File: src/hw/rtl/refcounted_slot_allocator_top_assert.svh
// Assertion macros used by the slot allocator core
`ifndef REFCOUNTED_SLOT_ALLOCATOR_TOP_ASSERT_SVH
`define REFCOUNTED_SLOT_ALLOCATOR_TOP_ASSERT_SVH

// same-cycle implication, clocked on clk, off during reset
`define RCSA_ASSERT_NOW(label, ante, cons) \
    label: assert property (@(posedge clk) disable iff (!rst_n) (ante) |-> (cons)) \
        else $error("rcsa assertion failed");

// next-cycle implication
`define RCSA_ASSERT_NEXT(label, ante, cons) \
    label: assert property (@(posedge clk) disable iff (!rst_n) (ante) |=> (cons)) \
        else $error("rcsa assertion failed");

`endif

File: src/hw/rtl/rcsa_ram.sv
// Generic single-write, single-read synchronous RAM with registered read data
module rcsa_ram #(
    parameter int WIDTH = 8,
    parameter int DEPTH = 256
) (
    input  logic                     clk,
    input  logic                     we,
    input  logic [$clog2(DEPTH)-1:0] waddr,
    input  logic [WIDTH-1:0]         wdata,
    input  logic                     re,
    input  logic [$clog2(DEPTH)-1:0] raddr,
    output logic [WIDTH-1:0]         rdata
);

    logic [WIDTH-1:0] mem [DEPTH];

    always_ff @(posedge clk)
    begin
        if (we)
        begin
            mem[waddr] <= wdata;
        end
    end

    always_ff @(posedge clk)
    begin
        if (re)
        begin
            rdata <= mem[raddr];
        end
    end

endmodule

File: config.mk
export PLATFORM = sky130hd
export DESIGN_NAME = rcsa_ram
export DESIGN_NICKNAME = d
export VERILOG_FILES = /design/src/hw/rtl/refcounted_slot_allocator_top_assert.svh /design/src/hw/rtl/rcsa_ram.sv
export SDC_FILE = /design/constraint.sdc
export NUM_CORES = 2
export LEC_CHECK = 0
export BUFFER_PORTS_ARGS = -buffer_cell sky130_fd_sc_hd__buf_2
export CORE_UTILIZATION = 30
export DETAILED_ROUTE_END_ITERATION = 8
export GPL_TIMING_DRIVEN = 0
export PLACE_DENSITY_LB_ADDON = 0.1
export SLEW_MARGIN = 5
export SYNTH_ARGS = -nofsm -noshare
export SYNTH_HDL_FRONTEND = slang
export SYNTH_SLANG_ARGS = --single-unit
File: constraint.sdc
create_clock -name clk -period 3.1 [get_ports clk]
set_input_delay 0.155 -clock clk [delete_from_list [all_inputs] [get_ports clk]]
set_output_delay 0.155 -clock clk [all_outputs]
set_load 0.01 [all_outputs]
==> qor.txt <==
outcome -> finished, violations left
failing checks -> negative setup slack
clock latency on the worst-skew pair -> 0.86 ns
setup violators final -> 3
vias in the first global route -> 41,043
Tot Pwr -> 59.2 mW
GR Layer Usage met3 -> 0.0393
CP Capture Type -> flop
GP Congestion -> 0.838
Syn Inst Count -> 3,733
Slew Limit Fails -> 0
# IOs -> 35
Buffers on Ports -> 27
worst rel slew slack -> 0.0805
number of synthesized flops with an enable pin -> 2,056
mean routed wirelength per cell -> 36.8 µm
Peak VDD IR -> 594 µV
Die Span Y -> 517 µm
Final nets -> 4,055
Hold Fails Final Rpt -> 0
fin crit period -> 3.25 ns
worst path arrival time -> 3.83 ns
TritonCTS Buffers -> 219
Slew @ Worst Pin -> 1.37 ns
DRT iter0 DRCs -> 5,058
Mapped Avg Cell Area -> 21.3 µm²
Worst Clk Skew -> 0.0343 ns
library cells used by synthesis -> 54
Rows -> 188
hpwl dp -> 195 mm
top_reg_cell synth -> edfxtp_1
register bit total from synthesis -> 2,056
post-route cell area -> 92,300 µm²
most common cell after layout, fill and taps aside -> edfxtp_1
crit share post-route -> 1.05
Static Leak -> 28.1 nW
Cell Pwr Density -> 641 nW/µm²
total gr overflow -> 0
CTS sink cnt -> 2,056
GRT Overall Usage -> 0.213
maximum clock path buffer count -> 3
dpl cell area -> 85,200 µm²
GRT busiest layer -> met2
DRT Pass-1 Iters -> 5
RSZ-0062 raised after global routing -> no
synth warn -> 0
vias post-DR -> 40,661
root buf cell -> clkbuf_16
most frequent cells in the layout -> edfxtp_1, mux4_2, nor2_1
hold slack -> 0.183 ns
Max-cap violations -> 0
upper clock frequency limit -> 0.308 GHz
largest cells by area after synthesis -> edfxtp_1, mux4_2, mux2i_1
critical-path maximum fanout -> 10
CP max stage delay -> 0.80 ns
largest net degree at the start of global routing -> 129
slowest cell on the critical path -> o32ai_1
CP Data Required Time -> 3.68 ns
Initial Util -> 0.303
postcts setup bufs -> 0
Area Growth Syn to Fin -> 15.9%
Layout Cells excl Fill -> 7,729
fin worst setup slack -> -0.150 ns
initial antenna violation count -> 31
pre-CTS setup slack -> -2.81 ns
Core Area -> 263,000 µm²
Async S/R FF share, synth -> 0
TritonCTS clock tree -> built
CP Class -> in -> reg
Seq/Total Area, Yosys -> 0.775
placed cell count -> 7,314
first-pass GRT wire length -> 379 mm
layout cell share with drive strength beyond 1 -> 0.244
CP Cell Sequence -> buf_2 -> buf_4 -> or2b_1 -> clkbuf_1 -> o221ai_1 -> a21oi_1 -> o32ai_1 -> nor3_1 -> nor4_2
DRC -> 0
average vias per placed instance -> 5.26
post-route ant nets -> 0
clk slew on worst S/H paths -> 0.06 ns
die area -> 268,000 µm²
Net Count, Synth -> 3,760
Total Wirelength -> 285 mm
H-Tree Depth -> 4
Cell Area, Synth -> 79,600 µm²
fillers -> 24,527
Die Span X -> 517 µm
CP startpoint kind -> input pin
top cell type by total area after synthesis -> edfxtp_1
grt met2 use -> 0.340
grt met1 use -> 0.300
area share of the largest cell type after synthesis -> 0.775
worst min-delay path class -> in -> reg
==> cell type report <==
type	count	area [µm²]	area share
clock buffer	281	5710	0.0619
buffer	232	1600	0.0173
multi-input combinational	1442	16800	0.182
tap	3515	4400	0.0476
sequential	2056	61700	0.669
inverter	2	7.51	0.0000813
antenna	10	25.0	0.000271
timing repair buffer	75	1160	0.0126
clock inverter	116	870	0.00942
==> synth_stat cells, types with 2 or more instances <==
master and instances:
o32ai_1 4, o22ai_1 28, nand2_1 33, a31oi_1 2
a311oi_1 2, nor4_2 3, o22a_1 5, a21oi_1 96
o221ai_1 46, nor3_1 22, a221oi_1 13, buf_12 8
buf_1 22, and3b_1 2, nand3_1 34, a22oi_1 133
nand4_1 10, or2_2 4, nor2b_1 31, nand2b_1 8
a211oi_1 16, o21ai_1 2, a22o_1 8, a2111oi_1 2
o211ai_1 10, nor4_1 24, nor2_1 282, buf_2 31
mux2i_1 134, buf_6 21, buf_8 13, and2_1 6
nand3b_1 2, a2111oi_0 2, buf_4 27, mux4_1 2
o21ai_0 10, mux4_2 454, clkbuf_1 111, edfxtp_1 2056
==> state kept, by name, summed over array words and instances, names as in the netlist <==
signal  flops
mem      2048
rdata       8
==> final timing paths <==
kind | start | endpoint | slack (ns) | cells after the start
max | raddr[1] | rdata[5] | -0.15 | 9
min | re | rdata[2] | 0.18 | 2
max reg2reg | mem[129][2] | rdata[2] | 0.13 | 7
min reg2reg | mem[102][7] | rdata[7] | 1.42 | 5
==> critical path, delay by kind of cell <==
kind	cells	cell delay (ns)
buffers and inverters	3	0.77
AOI/OAI and AO/OA	3	1.58
and+or+nand+nor	3	1.27
==> per-layer routing <==
layer | wire length (µm) | up-vias
li1 | - | 16359
met1 | 125000 | 22454
met2 | 134000 | 1492
met3 | 18200 | 352
met4 | 6750 | 4
met5 | 27 | -
==> through the flow <==
stage | TNS [ns] | util
final | -0.190 | 0.351
after CTS | 0 | 0.351
after global placement | -4941.67 | 0.320
after global routing | 0 | 0.351
after floorplan | 0 | -
after detailed placement | -381.28 | 0.324
==> power breakdown <==
group	internal (mW)	leakage, nW	switching, mW
logic	1.09	6.36	2.56
clock network	13.7	3.23	11.2
registers	30.7	18.5	0.0150
total	45.4	28.1	13.7
==> cell families after synthesis <==
logic type | share of synthesized area
flops | 0.775
mux | 0.146
simple gates | 0.0263
compound gates | 0.0342
buf+inv | 0.0183
==> repair_timing <==
item                                    4_1_cts  5_1_grt
hold buffers                                  9        0
hold endpoints to repair                    547        0
endpoints found under the setup margin        8       12
resized for setup                           100        7
No activity file was read; power rests on OpenSTA's default activity.
