`src/hw/rtl/refcounted_slot_allocator_top_assert.svh`:
```
// Assertion macros used by the slot allocator core
`ifndef REFCOUNTED_SLOT_ALLOCATOR_TOP_ASSERT_SVH
`define REFCOUNTED_SLOT_ALLOCATOR_TOP_ASSERT_SVH

// same-cycle implication, clocked on clk, off during reset
`define RCSA_ASSERT_NOW(label, ante, cons) \
    label: assert property (@(posedge clk) disable iff (!rst_n) (ante) |-> (cons)) \
        else $error("rcsa assertion failed");

// next-cycle implication
`define RCSA_ASSERT_NEXT(label, ante, cons) \
    label: assert property (@(posedge clk) disable iff (!rst_n) (ante) |=> (cons)) \
        else $error("rcsa assertion failed");

`endif

```
`src/hw/rtl/rcsa_pkg.sv`:
```
// Package: sizes, types, codes and width helpers for the slot allocator
package rcsa_pkg;

    localparam int SLOTS      = 256;
    localparam int VALUE_BITS = 32;
    localparam int COUNT_BITS = 16;

    localparam int SLOT_IN_W  = 8;
    localparam int COUNT_OUT_W = 16;
    localparam int VALUE_IN_W = 32;
    localparam int STATUS_W   = 3;
    localparam int OPCODE_W   = 2;

    localparam int SLOT_W  = (SLOTS > 1) ? $clog2(SLOTS) : 1;
    localparam int DEPTH_W = $clog2(SLOTS + 1);

    localparam int SLOT_EXT_W  = (SLOT_W > SLOT_IN_W) ? SLOT_W : SLOT_IN_W;
    localparam int CMP_W       = (DEPTH_W > SLOT_IN_W) ? DEPTH_W : SLOT_IN_W;
    localparam int COUNT_EXT_W = (COUNT_BITS > COUNT_OUT_W) ? COUNT_BITS : COUNT_OUT_W;
    localparam int VALUE_EXT_W = (VALUE_BITS > VALUE_IN_W) ? VALUE_BITS : VALUE_IN_W;

    typedef logic [SLOT_W-1:0]     slot_t;
    typedef logic [DEPTH_W-1:0]    depth_t;
    typedef logic [COUNT_BITS-1:0] count_t;
    typedef logic [VALUE_BITS-1:0] value_t;

    localparam count_t COUNT_MAX = '1;

    typedef enum logic [OPCODE_W-1:0] {
        OP_INSERT  = 2'd0,
        OP_RETAIN  = 2'd1,
        OP_RELEASE = 2'd2,
        OP_PEEK    = 2'd3
    } opcode_t;

    typedef enum logic [STATUS_W-1:0] {
        ST_OK        = 3'd0,
        ST_FULL      = 3'd1,
        ST_NOT_ALLOC = 3'd2,
        ST_REL_ZERO  = 3'd3,
        ST_SATURATED = 3'd4
    } status_t;

    // memory requests from the core to the count and free-stack RAMs
    typedef struct packed {
        logic   rd_en;
        slot_t  cnt_raddr;
        slot_t  stk_raddr;
        logic   cnt_we;
        slot_t  cnt_waddr;
        count_t cnt_wdata;
        logic   stk_we;
        slot_t  stk_waddr;
        slot_t  stk_wdata;
    } mem_req_t;

    function automatic slot_t slot_idx(input logic [SLOT_IN_W-1:0] s);
        logic [SLOT_EXT_W-1:0] t;
        t = SLOT_EXT_W'(s);
        return t[SLOT_W-1:0];
    endfunction

    function automatic logic [SLOT_IN_W-1:0] slot_port(input slot_t s);
        logic [SLOT_EXT_W-1:0] t;
        t = SLOT_EXT_W'(s);
        return t[SLOT_IN_W-1:0];
    endfunction

    function automatic logic [COUNT_OUT_W-1:0] count_port(input count_t c);
        logic [COUNT_EXT_W-1:0] t;
        t = COUNT_EXT_W'(c);
        return t[COUNT_OUT_W-1:0];
    endfunction

    function automatic value_t value_fit(input logic [VALUE_IN_W-1:0] v);
        logic [VALUE_EXT_W-1:0] t;
        t = VALUE_EXT_W'(v);
        return t[VALUE_BITS-1:0];
    endfunction

endpackage

```
`src/hw/rtl/rcsa_core.sv`:
```
// Core: request sequencer, read-modify-write of counts and free stack, result register
`include "refcounted_slot_allocator_top_assert.svh"

module rcsa_core
    import rcsa_pkg::*;
(
    input  logic                   clk,
    input  logic                   rst_n,
    input  logic                   in_valid,
    output logic                   in_ready,
    input  logic [OPCODE_W-1:0]    opcode,
    input  logic [SLOT_IN_W-1:0]   slot,
    input  logic [VALUE_IN_W-1:0]  value,
    output logic                   out_valid,
    input  logic                   out_ready,
    output logic [SLOT_IN_W-1:0]   granted_slot,
    output logic [COUNT_OUT_W-1:0] new_count,
    output logic [STATUS_W-1:0]    status,
    output mem_req_t               mem_req,
    input  count_t                 cnt_rdata,
    input  slot_t                  stk_rdata
);

    typedef enum logic {
        S_IDLE,
        S_EXEC
    } state_t;

    state_t                   state_reg, state_next;
    depth_t                   free_depth_reg, free_depth_next;
    depth_t                   high_water_reg, high_water_next;
    logic                     out_valid_reg, out_valid_next;
    logic [SLOT_IN_W-1:0]     granted_slot_reg, granted_slot_next;
    logic [COUNT_OUT_W-1:0]   new_count_reg, new_count_next;
    status_t                  status_reg, status_next;

    opcode_t                  op_reg;
    logic [SLOT_IN_W-1:0]     slot_reg;
    value_t                   value_reg;

    // value store: written on insert, never read back inside the block
    value_t                   value_mem [SLOTS];
    logic                     val_we;
    slot_t                    val_waddr;

    logic                     accept;
    logic                     exec_fire;
    logic                     slot_ok;
    count_t                   cur_cnt;
    count_t                   cnt_inc;
    count_t                   cnt_dec;
    slot_t                    slot_i;
    depth_t                   depth_m1;
    slot_t                    ins_slot;

    assign accept    = in_valid && in_ready;
    assign in_ready  = (state_reg == S_IDLE);
    assign exec_fire = (state_reg == S_EXEC) && (!out_valid_reg || out_ready);

    assign slot_i   = slot_idx(slot_reg);
    assign slot_ok  = CMP_W'(slot_reg) < CMP_W'(high_water_reg);
    // entries at or above the high-water mark were never written and are read as zero
    assign cur_cnt  = slot_ok ? cnt_rdata : '0;
    assign cnt_inc  = cur_cnt + count_t'(1);
    assign cnt_dec  = cur_cnt - count_t'(1);
    assign depth_m1 = free_depth_reg - depth_t'(1);

    always_comb
    begin
        state_next        = state_reg;
        free_depth_next   = free_depth_reg;
        high_water_next   = high_water_reg;
        granted_slot_next = granted_slot_reg;
        new_count_next    = new_count_reg;
        status_next       = status_reg;
        out_valid_next    = out_ready ? 1'b0 : out_valid_reg;
        ins_slot          = '0;
        val_we            = 1'b0;
        val_waddr         = '0;

        mem_req           = '0;
        mem_req.rd_en     = accept;
        mem_req.cnt_raddr = slot_idx(slot);
        mem_req.stk_raddr = depth_m1[SLOT_W-1:0];

        case (state_reg)
            S_IDLE:
            begin
                if (accept)
                begin
                    state_next = S_EXEC;
                end
            end
            S_EXEC:
            begin
                if (exec_fire)
                begin
                    state_next        = S_IDLE;
                    out_valid_next    = 1'b1;
                    granted_slot_next = slot_reg;
                    new_count_next    = '0;
                    status_next       = ST_OK;
                    case (op_reg)
                        OP_INSERT:
                        begin
                            if ((free_depth_reg != '0) || (high_water_reg != depth_t'(SLOTS)))
                            begin
                                if (free_depth_reg != '0)
                                begin
                                    ins_slot        = stk_rdata;
                                    free_depth_next = depth_m1;
                                end
                                else
                                begin
                                    ins_slot        = high_water_reg[SLOT_W-1:0];
                                    high_water_next = high_water_reg + depth_t'(1);
                                end
                                val_we            = 1'b1;
                                val_waddr         = ins_slot;
                                mem_req.cnt_we    = 1'b1;
                                mem_req.cnt_waddr = ins_slot;
                                mem_req.cnt_wdata = count_t'(1);
                                granted_slot_next = slot_port(ins_slot);
                                new_count_next    = count_port(count_t'(1));
                            end
                            else
                            begin
                                granted_slot_next = '0;
                                status_next       = ST_FULL;
                            end
                        end
                        OP_PEEK:
                        begin
                            new_count_next = count_port(cur_cnt);
                        end
                        OP_RETAIN:
                        begin
                            if (!slot_ok || (cur_cnt == '0))
                            begin
                                status_next = ST_NOT_ALLOC;
                            end
                            else if (cur_cnt == COUNT_MAX)
                            begin
                                status_next    = ST_SATURATED;
                                new_count_next = count_port(cur_cnt);
                            end
                            else
                            begin
                                mem_req.cnt_we    = 1'b1;
                                mem_req.cnt_waddr = slot_i;
                                mem_req.cnt_wdata = cnt_inc;
                                new_count_next    = count_port(cnt_inc);
                            end
                        end
                        OP_RELEASE:
                        begin
                            if (!slot_ok)
                            begin
                                status_next = ST_NOT_ALLOC;
                            end
                            else if (cur_cnt == '0)
                            begin
                                status_next = ST_REL_ZERO;
                            end
                            else
                            begin
                                mem_req.cnt_we    = 1'b1;
                                mem_req.cnt_waddr = slot_i;
                                mem_req.cnt_wdata = cnt_dec;
                                new_count_next    = count_port(cnt_dec);
                                if ((cnt_dec == '0) && (free_depth_reg != depth_t'(SLOTS)))
                                begin
                                    mem_req.stk_we    = 1'b1;
                                    mem_req.stk_waddr = free_depth_reg[SLOT_W-1:0];
                                    mem_req.stk_wdata = slot_i;
                                    free_depth_next   = free_depth_reg + depth_t'(1);
                                end
                            end
                        end
                        default:
                        begin
                            status_next = ST_OK;
                        end
                    endcase
                end
            end
            default:
            begin
                state_next = S_IDLE;
            end
        endcase
    end

    always_ff @(posedge clk or negedge rst_n)
    begin
        if (!rst_n)
        begin
            state_reg        <= S_IDLE;
            free_depth_reg   <= '0;
            high_water_reg   <= '0;
            out_valid_reg    <= 1'b0;
            granted_slot_reg <= '0;
            new_count_reg    <= '0;
            status_reg       <= ST_OK;
        end
        else
        begin
            state_reg        <= state_next;
            free_depth_reg   <= free_depth_next;
            high_water_reg   <= high_water_next;
            out_valid_reg    <= out_valid_next;
            granted_slot_reg <= granted_slot_next;
            new_count_reg    <= new_count_next;
            status_reg       <= status_next;
        end
    end

    always_ff @(posedge clk)
    begin
        if (accept)
        begin
            op_reg    <= opcode_t'(opcode);
            slot_reg  <= slot;
            value_reg <= value_fit(value);
        end
    end

    always_ff @(posedge clk)
    begin
        if (val_we)
        begin
            value_mem[val_waddr] <= value_reg;
        end
    end

    assign out_valid    = out_valid_reg;
    assign granted_slot = granted_slot_reg;
    assign new_count    = new_count_reg;
    assign status       = status_reg;

    `RCSA_ASSERT_NEXT(a_accept_to_exec, accept, state_reg == S_EXEC)
    `RCSA_ASSERT_NOW(a_write_in_exec, mem_req.cnt_we || mem_req.stk_we, exec_fire)
    `RCSA_ASSERT_NOW(a_free_le_hw, 1'b1, free_depth_reg <= high_water_reg)
    `RCSA_ASSERT_NOW(a_hw_bound, 1'b1, high_water_reg <= depth_t'(SLOTS))

endmodule

```
`config.mk`:
```
export PLATFORM = sky130hd
export DESIGN_NAME = rcsa_core
export DESIGN_NICKNAME = d
export VERILOG_FILES = /design/src/hw/rtl/rcsa_pkg.sv /design/src/hw/rtl/rcsa_core.sv
export VERILOG_INCLUDE_DIRS = /design/src /design/src/hw/rtl
export SDC_FILE = /design/constraint.sdc
export NUM_CORES = 1
export LEC_CHECK = 0
export ABC_AREA = 1
export ABC_CLOCK_PERIOD_IN_PS = 5200
export BUFFER_PORTS_ARGS = -buffer_cell sky130_fd_sc_hd__buf_2
export CAP_MARGIN = 20
export CORE_MARGIN = 2
export CORE_UTILIZATION = 57
export DETAILED_ROUTE_END_ITERATION = 10
export GPL_ROUTABILITY_DRIVEN = 0
export GPL_TIMING_DRIVEN = 1
export PLACE_DENSITY = 0.86
export SLEW_MARGIN = 20
export SYNTH_ARGS = -nofsm -noshare
export SYNTH_HDL_FRONTEND = slang
export SYNTH_SLANG_ARGS = --single-unit
```
`constraint.sdc`:
```
create_clock -name clk -period 5.2 [get_ports clk]
set_input_delay 0.52 -clock clk [delete_from_list [all_inputs] [get_ports clk]]
set_output_delay 0.52 -clock clk [all_outputs]
set_load 0.05 [all_outputs]
```
==> results of run 1 <==
## worst min-delay path by stage
stage	from	end	slack (ps)	depth (start not counted)
2_1_floorplan	rst_n	free_depth_reg[0]	220	0
3_3_place_gp	new_count[11]	new_count[11]	460	2
3_5_place_dp	new_count[5]	new_count[5]	460	2
4_1_cts	slot[2]	slot_i[2]	350	1
5_1_grt	rst_n	high_water_reg[5]	240	1
6_report	rst_n	high_water_reg[5]	200	1
## critical path: stages, from the launching register on
cell                      delay, ps
sky130_fd_sc_hd__dfrtp_1        390
sky130_fd_sc_hd__inv_1          150
sky130_fd_sc_hd__ha_1           270
sky130_fd_sc_hd__a21oi_1        190
sky130_fd_sc_hd__nand2_1         80
sky130_fd_sc_hd__nand2_1         60
sky130_fd_sc_hd__nand3_1        200
sky130_fd_sc_hd__nor2_1         270
sky130_fd_sc_hd__inv_1          130
sky130_fd_sc_hd__ha_1           240
sky130_fd_sc_hd__nand2_1        200
sky130_fd_sc_hd__inv_1          110
sky130_fd_sc_hd__nand4_2        160
sky130_fd_sc_hd__nand2_2         90
sky130_fd_sc_hd__nor2_2         510
sky130_fd_sc_hd__nand2_1        180
sky130_fd_sc_hd__a21oi_1        270
sky130_fd_sc_hd__buf_2          320
## placed cells by master (no fill, tap or decap), types with 2 or more instances in the layout
| cell type | count |
|---|---|
| sky130_fd_sc_hd__inv_2 | 9 |
| sky130_fd_sc_hd__nand4_2 | 2 |
| sky130_fd_sc_hd__inv_1 | 86 |
| sky130_fd_sc_hd__ha_1 | 16 |
| sky130_fd_sc_hd__o21ai_0 | 35 |
| sky130_fd_sc_hd__nand4_1 | 23 |
| sky130_fd_sc_hd__nand2_4 | 2 |
| sky130_fd_sc_hd__o21ai_1 | 5 |
| sky130_fd_sc_hd__clkbuf_8 | 9 |
| sky130_fd_sc_hd__o41ai_1 | 2 |
| sky130_fd_sc_hd__nand3_2 | 2 |
| sky130_fd_sc_hd__o211ai_1 | 2 |
| sky130_fd_sc_hd__o21ai_2 | 2 |
| sky130_fd_sc_hd__bufinv_16 | 2 |
| sky130_fd_sc_hd__or2_2 | 2 |
| sky130_fd_sc_hd__or2_1 | 3 |
| sky130_fd_sc_hd__xor2_1 | 24 |
| sky130_fd_sc_hd__nor3_1 | 4 |
| sky130_fd_sc_hd__buf_4 | 5 |
| sky130_fd_sc_hd__buf_2 | 124 |
| sky130_fd_sc_hd__edfxtp_1 | 10 |
| sky130_fd_sc_hd__a21oi_1 | 24 |
| sky130_fd_sc_hd__nor2_4 | 2 |
| sky130_fd_sc_hd__clkbuf_1 | 2 |
| sky130_fd_sc_hd__nor4_1 | 2 |
| sky130_fd_sc_hd__nor2_1 | 51 |
| sky130_fd_sc_hd__o221ai_1 | 8 |
| sky130_fd_sc_hd__dfrtp_1 | 47 |
| sky130_fd_sc_hd__nand3_1 | 58 |
| sky130_fd_sc_hd__clkinv_1 | 2 |
| sky130_fd_sc_hd__nand2_2 | 9 |
| sky130_fd_sc_hd__nor2_2 | 20 |
| sky130_fd_sc_hd__nand2_1 | 267 |
## metrics by stage
stage / util / hold slack [ps] / cells / power, uW / worst slack (ps)
final: 0.6784 / 198.5 / 987 / 2432 / 507.6
after CTS: 0.6781 / 350.6 / 987 / 2428 / 585.4
after global placement: 0.6533 / 457.6 / 971 / 1945 / 1047
after floorplan: - / 224.4 / 763 / 1667 / 1147
after global routing: 0.6784 / 239.4 / 987 / 2574 / 100.3
after detailed placement: 0.6533 / 459.9 / 971 / 1962 / 997.2
## logic make-up after synthesis
| logic type | after synthesis | share of synthesized area |
|---|---|---|
| fa+ha+maj | 16 | 0.04003 |
| buf+inv | 126 | 0.1083 |
| simple gates | 452 | 0.4043 |
| compound gates | 86 | 0.1051 |
| flops | 57 | 0.2952 |
| xor+xnor | 26 | 0.04704 |
## layer usage
metal  track usage  wire [um]  vias up
met5             0          0        -
met2        0.5279       6870      321
li1              -          -     2674
met3       0.06115       1351       70
met1        0.3789       5811     2460
met4        0.1560        750        0
## synthesized netlist by cell type, types with 10 or more instances
master,number,share of area
sky130_fd_sc_hd__a21oi_1,24,0.024
sky130_fd_sc_hd__buf_4,10,0.015
sky130_fd_sc_hd__clkbuf_1,13,0.0098
sky130_fd_sc_hd__dfrtp_1,47,0.24
sky130_fd_sc_hd__edfxtp_1,10,0.060
sky130_fd_sc_hd__ha_1,16,0.040
sky130_fd_sc_hd__inv_1,86,0.065
sky130_fd_sc_hd__nand2_1,267,0.20
sky130_fd_sc_hd__nand3_1,58,0.058
sky130_fd_sc_hd__nand4_1,23,0.029
sky130_fd_sc_hd__nor2_1,51,0.038
sky130_fd_sc_hd__nor2_2,20,0.025
sky130_fd_sc_hd__o21ai_0,35,0.035
sky130_fd_sc_hd__xor2_1,24,0.042
## final cells by class
type / instances / area share
Sequential cell: 57 / 0.2533
Inverter: 97 / 0.06246
Tap cell: 108 / 0.02318
Multi-Input combinational cell: 580 / 0.5117
Clock buffer: 11 / 0.02254
Timing Repair Buffer: 129 / 0.1129
Clock inverter: 5 / 0.01395
## power groups by stage
stage / combinational [uW] / clock, uW / sequential (uW)
after CTS: 1280 / 466 / 685
after floorplan: 772 / 0 / 895
after global placement: 1250 / 0 / 690
after global routing: 1380 / 487 / 704
final: 1280 / 464 / 687
after detailed placement: 1270 / 0 / 688
==> qor.json, run 1 <==
{
  "synthesis.area": {"value": 0.005001, "unit": "sq mm"},
  "die_height": {"value": 97.67, "unit": "um"},
  "worst-setup-path-type": {"value": "flip-flop to primary output"},
  "rr_endpoint": {"value": "new_count[3]"},
  "pwr-share-seq": {"value": 0.283},
  "tritoncts_num_sinks": {"value": 57},
  "ctsHoldBuffers": {"value": 0},
  "largest_net_degree_at_the_start_of_global_routing": {"value": 48},
  "pin_count": {"value": 158},
  "nNetsFinal": {"value": 960},
  "fp.dieW": {"value": 97.67, "unit": "um"},
  "drv.max_cap_violation_count": {"value": 0},
  "min_path_type": {"value": "input pin to async pin"},
  "drt_first_iter_violations": {"value": 403},
  "seq_area": {"value": 0.001476, "unit": "sq mm"},
  "timing.critical_path.from_type": {"value": "flip-flop"},
  "worstPathRequired": {"value": 4680, "unit": "ps"},
  "syn2layout_area_growth": {"value": 16.56, "unit": "%"},
  "worst_path_max_fanout": {"value": 15},
  "worst_setup_path_endpoint": {"value": "mem_req[29]"},
  "clock_power_frac": {"value": 0.191},
  "tritoncts_clock_tree": {"value": "done"},
  "power.switching": {"value": 1280, "unit": "uW"},
  "irDropWorstVdd": {"value": 0.2870, "unit": "mV"},
  "synth-seq-area-share": {"value": 0.2952},
  "max_freq": {"value": 213.1, "unit": "MHz"},
  "placement.cell_area": {"value": 0.005614, "unit": "sq mm"},
  "reg2reg_depth": {"value": 18},
  "antenna_violating_nets_post_route": {"value": 0},
  "timing_max_transition_violations_final": {"value": 0},
  "drive_gt1_frac": {"value": 0.2275},
  "route.final.wire_length": {"value": 14.78, "unit": "mm"},
  "synth_async_sr_flop_share": {"value": 0.8246},
  "setup-violations-final": {"value": 0},
  "p_per_area": {"value": 417.1, "unit": "mW/mm^2"},
  "syn_area_per_cell": {"value": 6.554, "unit": "sq um"},
  "largest_register_ffs": {"value": 16},
  "synth_edf_count": {"value": 10},
  "final.fill_count": {"value": 775},
  "commonest_register_cell_after_synthesis": {"value": "sky130_fd_sc_hd__dfrtp_1"},
  "finalCritPeriodShare": {"value": 0.9024},
  "dr_total_vias": {"value": 5525},
  "drt-vias-per-instance": {"value": 5.598},
  "finalClockSkew": {"value": 15.76, "unit": "ps"},
  "timing.critical_path.from": {"value": "high_water_reg[4]"},
  "routed_wire_length_per_instance": {"value": 14.98, "unit": "um"},
  "cts_htree_levels": {"value": 3},
  "clock_tree.buffer_depth": {"value": 2},
  "synth.distinct_cells": {"value": 48},
  "grt_pass1_vias": {"value": 5194},
  "postSynthNetCount": {"value": 849},
  "dieArea": {"value": 0.009539, "unit": "sq mm"},
  "antenna_found_initial": {"value": 0},
  "sort_of_element_at_the_end_of_the_critical_path": {"value": "primary output"},
  "clk_latency": {"value": 350, "unit": "ps"},
  "max-slew-margin-rel": {"value": 0.5704},
  "p_sw_frac": {"value": 0.5264},
  "global_route.overflow_total": {"value": 0},
  "rsz0062_at_grt": {"value": "false"},
  "global_route_wire_length_before_repair": {"value": 24.16, "unit": "mm"},
  "postCtsResizedCells": {"value": 0},
  "residual_drc_count": {"value": 0},
  "postCtsSetupBuffers": {"value": 0},
  "clock_tree_root_driver_cell": {"value": "sky130_fd_sc_hd__clkbuf_8"},
  "floorplan.initialDensity": {"value": 0.5820},
  "rows": {"value": 34},
  "ff2ff_setup_slack": {"value": 1510, "unit": "ps"},
  "timing.final.hold_violations": {"value": 0},
  "coreArea": {"value": 0.008593, "unit": "sq mm"},
  "final_area": {"value": 0.005829, "unit": "sq mm"},
  "worst_pin_slew": {"value": 643.7, "unit": "ps"},
  "finalSetupTns": {"value": 0, "unit": "ps"},
  "p_int": {"value": 1152, "unit": "uW"},
  "numPortBuffers": {"value": 125},
  "gate_power_share": {"value": 0.526},
  "clk_pin_slew": {"value": 80, "unit": "ps"},
  "place.detailed.hpwl": {"value": 11.01, "unit": "mm"},
  "period_needed": {"value": 4692, "unit": "ps"},
  "postSynthRegisterBits": {"value": 57},
  "crit_arrival": {"value": 4170, "unit": "ps"},
  "power.leakage": {"value": 0.003262, "unit": "uW"},
  "synth_warnings": {"value": 0},
  "grt.total_usage": {"value": 0.3123},
  "reg2reg_from": {"value": "high_water_reg[4]"},
  "postSynthCellCount": {"value": 763},
  "multi_input_area": {"value": 0.002983, "unit": "sq mm"},
  "cts_inserted_buffers": {"value": 9},
  "antenna_cells_inserted": {"value": 0},
  "drt-pass1-iter-count": {"value": 5},
  "run_status": {"value": "finished, final reports clean"}
}
(Power assumes the default switching activity.)
==> run 2: changes to the inputs <==
ABC_CLOCK_PERIOD_IN_PS = 4300   (was 5200)
CORE_UTILIZATION = 47   (was 57)
clock period = 4.3 ns   (was 5.2 ns; I/O delays follow)
==> run 2 against run 1 <==
Compared with the run above:
- clock power is 9.1% higher
- sequential cell count stayed put
- count of clock-buffer cells in the layout is 2 lower
- sequential share of layout area is 0.78 points lower
- final cell count is 3.4% higher
- first-iteration DRC count is 24% higher
- via count is 2.9% higher
==> qor.json, run 2 (same netlist as run 1, synthesis figures left out) <==
{
  "layout.cells.non_filler": {"value": 1021, "change": "was 987"},
  "rsz0062_at_grt": {"value": "true", "change": "was false"},
  "rr_endpoint": {"value": "new_count[0]", "change": "was new_count[3]"},
  "timing.critical_path.from_type": {"value": "flip-flop", "change": "unchanged"},
  "nNetsFinal": {"value": 966, "change": "was 960"},
  "reg2reg_from": {"value": "high_water_reg[6]", "change": "was high_water_reg[4]"},
  "dieArea": {"value": 0.01148, "unit": "sq mm", "change": "was 0.009539 sq mm"},
  "power.leakage": {"value": 0.003281, "unit": "uW", "change": "was 0.003262 uW"},
  "max-slew-margin-rel": {"value": 0.5799, "change": "was 0.5704"},
  "ff2ff_setup_slack": {"value": 870, "unit": "ps", "change": "was 1510 ps"},
  "tritoncts_clock_tree": {"value": "done", "change": "unchanged"},
  "worst_pin_slew": {"value": 630.2, "unit": "ps", "change": "was 643.7 ps"},
  "finalClockSkew": {"value": 11.00, "unit": "ps", "change": "was 15.76 ps"},
  "global_route.overflow_total": {"value": 0, "change": "unchanged"},
  "drt_first_iter_violations": {"value": 500, "change": "was 403"},
  "coreArea": {"value": 0.01032, "unit": "sq mm", "change": "was 0.008593 sq mm"},
  "rows": {"value": 37, "change": "was 34"},
  "clock_tree_root_driver_cell": {"value": "sky130_fd_sc_hd__clkbuf_8", "change": "unchanged"},
  "worstPathRequired": {"value": 3870, "unit": "ps", "change": "was 4680 ps"},
  "drt-vias-per-instance": {"value": 5.568, "change": "was 5.598"},
  "final_area": {"value": 0.006016, "unit": "sq mm", "change": "was 0.005829 sq mm"},
  "setup-violations-final": {"value": 0, "change": "unchanged"},
  "worst_path_max_fanout": {"value": 5, "change": "was 15"},
  "timing_max_transition_violations_final": {"value": 0, "change": "unchanged"},
  "tritoncts_num_sinks": {"value": 57, "change": "unchanged"},
  "period_needed": {"value": 4143, "unit": "ps"},
  "routed_wire_length_per_instance": {"value": 15.10, "unit": "um", "change": "was 14.98 um"},
  "crit_slowest_cell": {"value": "sky130_fd_sc_hd__dfrtp_1", "change": "was sky130_fd_sc_hd__nor2_2"},
  "grt_pass1_vias": {"value": 5232, "change": "was 5194"},
  "crit_arrival": {"value": 3710, "unit": "ps", "change": "was 4170 ps"},
  "clock_tree.buffer_depth": {"value": 2, "change": "unchanged"},
  "timing.final.hold_violations": {"value": 0, "change": "unchanged"},
  "antenna_violating_nets_post_route": {"value": 0, "change": "unchanged"},
  "placement.cell_area": {"value": 0.005664, "unit": "sq mm", "change": "was 0.005614 sq mm"},
  "leading_cell_types_in_the_layout_fill_and_taps_excluded": {"value": "266 x sky130_fd_sc_hd__nand2_1, 95 x sky130_fd_sc_hd__buf_2, 85 x sky130_fd_sc_hd__inv_1, 57 x sky130_fd_sc_hd__nand3_1, 49 x sky130_fd_sc_hd__nor2_1", "change": "was 267 x sky130_fd_sc_hd__nand2_1, 124 x sky130_fd_sc_hd__buf_2, 86 x sky130_fd_sc_hd__inv_1, 58 x sky130_fd_sc_hd__nand3_1, 51 x sky130_fd_sc_hd__nor2_1"},
  "finalCritPeriodShare": {"value": 0.9635},
  "mostFrequentLayoutCell": {"value": "sky130_fd_sc_hd__nand2_1", "change": "unchanged"},
  "highest_layer": {"value": "met4", "change": "unchanged"},
  "met3RoutedLength": {"value": 1.580, "unit": "mm", "change": "was 1.351 mm"},
  "floorplan.initialDensity": {"value": 0.4844, "change": "was 0.5820"},
  "cp_cell_sequence": {"value": "inv_1 > ha_1 > nand2_1 > nand2_1 > a21boi_2 > nand3_2 > nor2_2 > inv_1 > ha_1 > nand2_2 > inv_1 > nand4_2 > nand3_1 > inv_1 > nand2_2 > or2_1 > a21oi_1 > buf_4", "change": "was inv_1 > ha_1 > a21oi_1 > nand2_1 > nand2_1 > nand3_1 > nor2_1 > inv_1 > ha_1 > nand2_1 > inv_1 > nand4_2 > nand2_2 > nor2_2 > nand2_1 > a21oi_1 > buf_2"},
  "global_route_wire_length_before_repair": {"value": 24.68, "unit": "mm", "change": "was 24.16 mm"},
  "min_path_type": {"value": "input pin to async pin", "change": "unchanged"},
  "irDropWorstVdd": {"value": 0.3255, "unit": "mV", "change": "was 0.2870 mV"},
  "critical_path.most_common_cell": {"value": "sky130_fd_sc_hd__inv_1", "change": "was sky130_fd_sc_hd__nand2_1"},
  "p_per_area": {"value": 485.6, "unit": "mW/mm^2", "change": "was 417.1 mW/mm^2"},
  "cts_htree_levels": {"value": 3, "change": "unchanged"},
  "place.detailed.hpwl": {"value": 11.60, "unit": "mm", "change": "was 11.01 mm"},
  "drive_gt1_frac": {"value": 0.2395, "change": "was 0.2275"},
  "largest_net_degree_at_the_start_of_global_routing": {"value": 48, "change": "unchanged"},
  "route.final.wire_length": {"value": 15.41, "unit": "mm", "change": "was 14.78 mm"},
  "cts_inserted_buffers": {"value": 9, "change": "unchanged"},
  "residual_drc_count": {"value": 0, "change": "unchanged"},
  "routedLengthMet1": {"value": 5.964, "unit": "mm", "change": "was 5.811 mm"},
  "drv.max_cap_violation_count": {"value": 0, "change": "unchanged"},
  "worst-setup-path-type": {"value": "flip-flop to primary output", "change": "unchanged"},
  "syn2layout_area_growth": {"value": 20.29, "unit": "%", "change": "was 16.56%"},
  "fin_hold_ws": {"value": 172.7, "unit": "ps", "change": "was 198.5 ps"},
  "die_height": {"value": 107.2, "unit": "um", "change": "was 97.67 um"},
  "drt-pass1-iter-count": {"value": 6, "change": "was 5"},
  "sort_of_element_at_the_end_of_the_critical_path": {"value": "primary output", "change": "unchanged"},
  "largest_register_ffs": {"value": 16, "change": "unchanged"},
  "worst_path_largest_cell_delay": {"value": 420, "unit": "ps", "change": "was 510 ps"},
  "final.fill_count": {"value": 948, "change": "was 775"},
  "antenna_cells_inserted": {"value": 0, "change": "unchanged"},
  "run_status": {"value": "finished, final reports clean", "change": "unchanged"},
  "fp.dieW": {"value": 107.2, "unit": "um", "change": "was 97.67 um"},
  "dr_total_vias": {"value": 5685, "change": "was 5525"},
  "met2WireLength": {"value": 7.354, "unit": "mm", "change": "was 6.870 mm"},
  "clk_latency": {"value": 340, "unit": "ps", "change": "was 350 ps"},
  "reg2reg_depth": {"value": 18, "change": "unchanged"},
  "dp_cells": {"value": 1001, "change": "was 971"},
  "max_freq": {"value": 241.4, "unit": "MHz"},
  "clk_pin_slew": {"value": 80, "unit": "ps", "change": "about the same"},
  "grt.total_usage": {"value": 0.2692, "change": "was 0.3123"},
  "pin_count": {"value": 158, "change": "unchanged"},
  "finish.utilization": {"value": 0.5827, "change": "was 0.6784"},
  "antenna_found_initial": {"value": 0, "change": "unchanged"},
  "numPortBuffers": {"value": 125, "change": "unchanged"}
}
==> run 2: changes by cell type in the layout (fill, tap and decap cells not counted), moves of 2 or more <==
| cell | change |
|---|---|
| sky130_fd_sc_hd__buf_2 | -29 |
| sky130_fd_sc_hd__buf_4 | +12 |
| sky130_fd_sc_hd__clkbuf_1 | -2 |
| sky130_fd_sc_hd__clkbuf_4 | +20 |
| sky130_fd_sc_hd__clkinvlp_4 | +2 |
| sky130_fd_sc_hd__nor2_1 | -2 |
| sky130_fd_sc_hd__nor2_4 | +2 |
==> run 2: metrics by stage <==
step                      TNS (ps)  setup WS, ps  total power [uW]
after floorplan                  0         336.7              2016
after global placement           0         358.2              2360
after detailed placement         0         294.5              2390
after CTS                        0         3.018              2901
after global routing        -349.3        -81.69              3097
final                            0         156.9              2921
==> run 2: cell type report <==
type / count / area (sq um) / share of cell area
clock buffer: 9 / 123.9 / 0.02059
clock inverter: 7 / 70.07 / 0.01165
inverter: 97 / 364.1 / 0.06052
multi-input combinational: 580 / 3012 / 0.5006
sequential: 57 / 1476 / 0.2454
tap: 136 / 170.2 / 0.02829
timing repair buffer: 135 / 799.5 / 0.1329
==> run 2: repair_timing <==
item                       in CTS  in global routing
hold buffers                    0                  0
gates resized for setup         1                 50
pin swaps                       1                  0
buffers inserted                2                  2
hold endpoints to repair        0                  0
setup endpoints to repair      17                 42
==> run 2: worst max-delay path by stage <==
stage | cells after the start | slack (ps) | endpoint | from
after floorplan | 19 | 340 | mem_req[23] | high_water_reg[6]
after global placement | 19 | 360 | mem_req[1] | high_water_reg[6]
after detailed placement | 19 | 290 | mem_req[3] | high_water_reg[6]
after CTS | 20 | 3 | mem_req[17] | high_water_reg[6]
after global routing | 18 | -80 | mem_req[23] | high_water_reg[6]
final | 18 | 160 | mem_req[19] | high_water_reg[6]
==> run 2: routing by layer <==
layer / global-route usage / vias to the layer above
li1: - / 2686
met1: 0.3433 / 2594
met2: 0.4534 / 345
met3: 0.04377 / 60
met4: 0.1076 / 0
met5: 0 / -
==> run 2: power breakdown <==
part | internal (uW) | switching, uW
Sequential | 696 | 137
Combinational | 386 | 1200
Clock | 266 | 240
==> run 2: critical path: cells and delay by family, from the launching register on <==
kind,cells,cell delay [ps]
AO/OA/AOI/OAI,2,410
adder cells (fa/ha/maj),2,560
flip-flops,1,420
buffers and inverters,5,690
AND/OR/NAND/NOR,9,1270
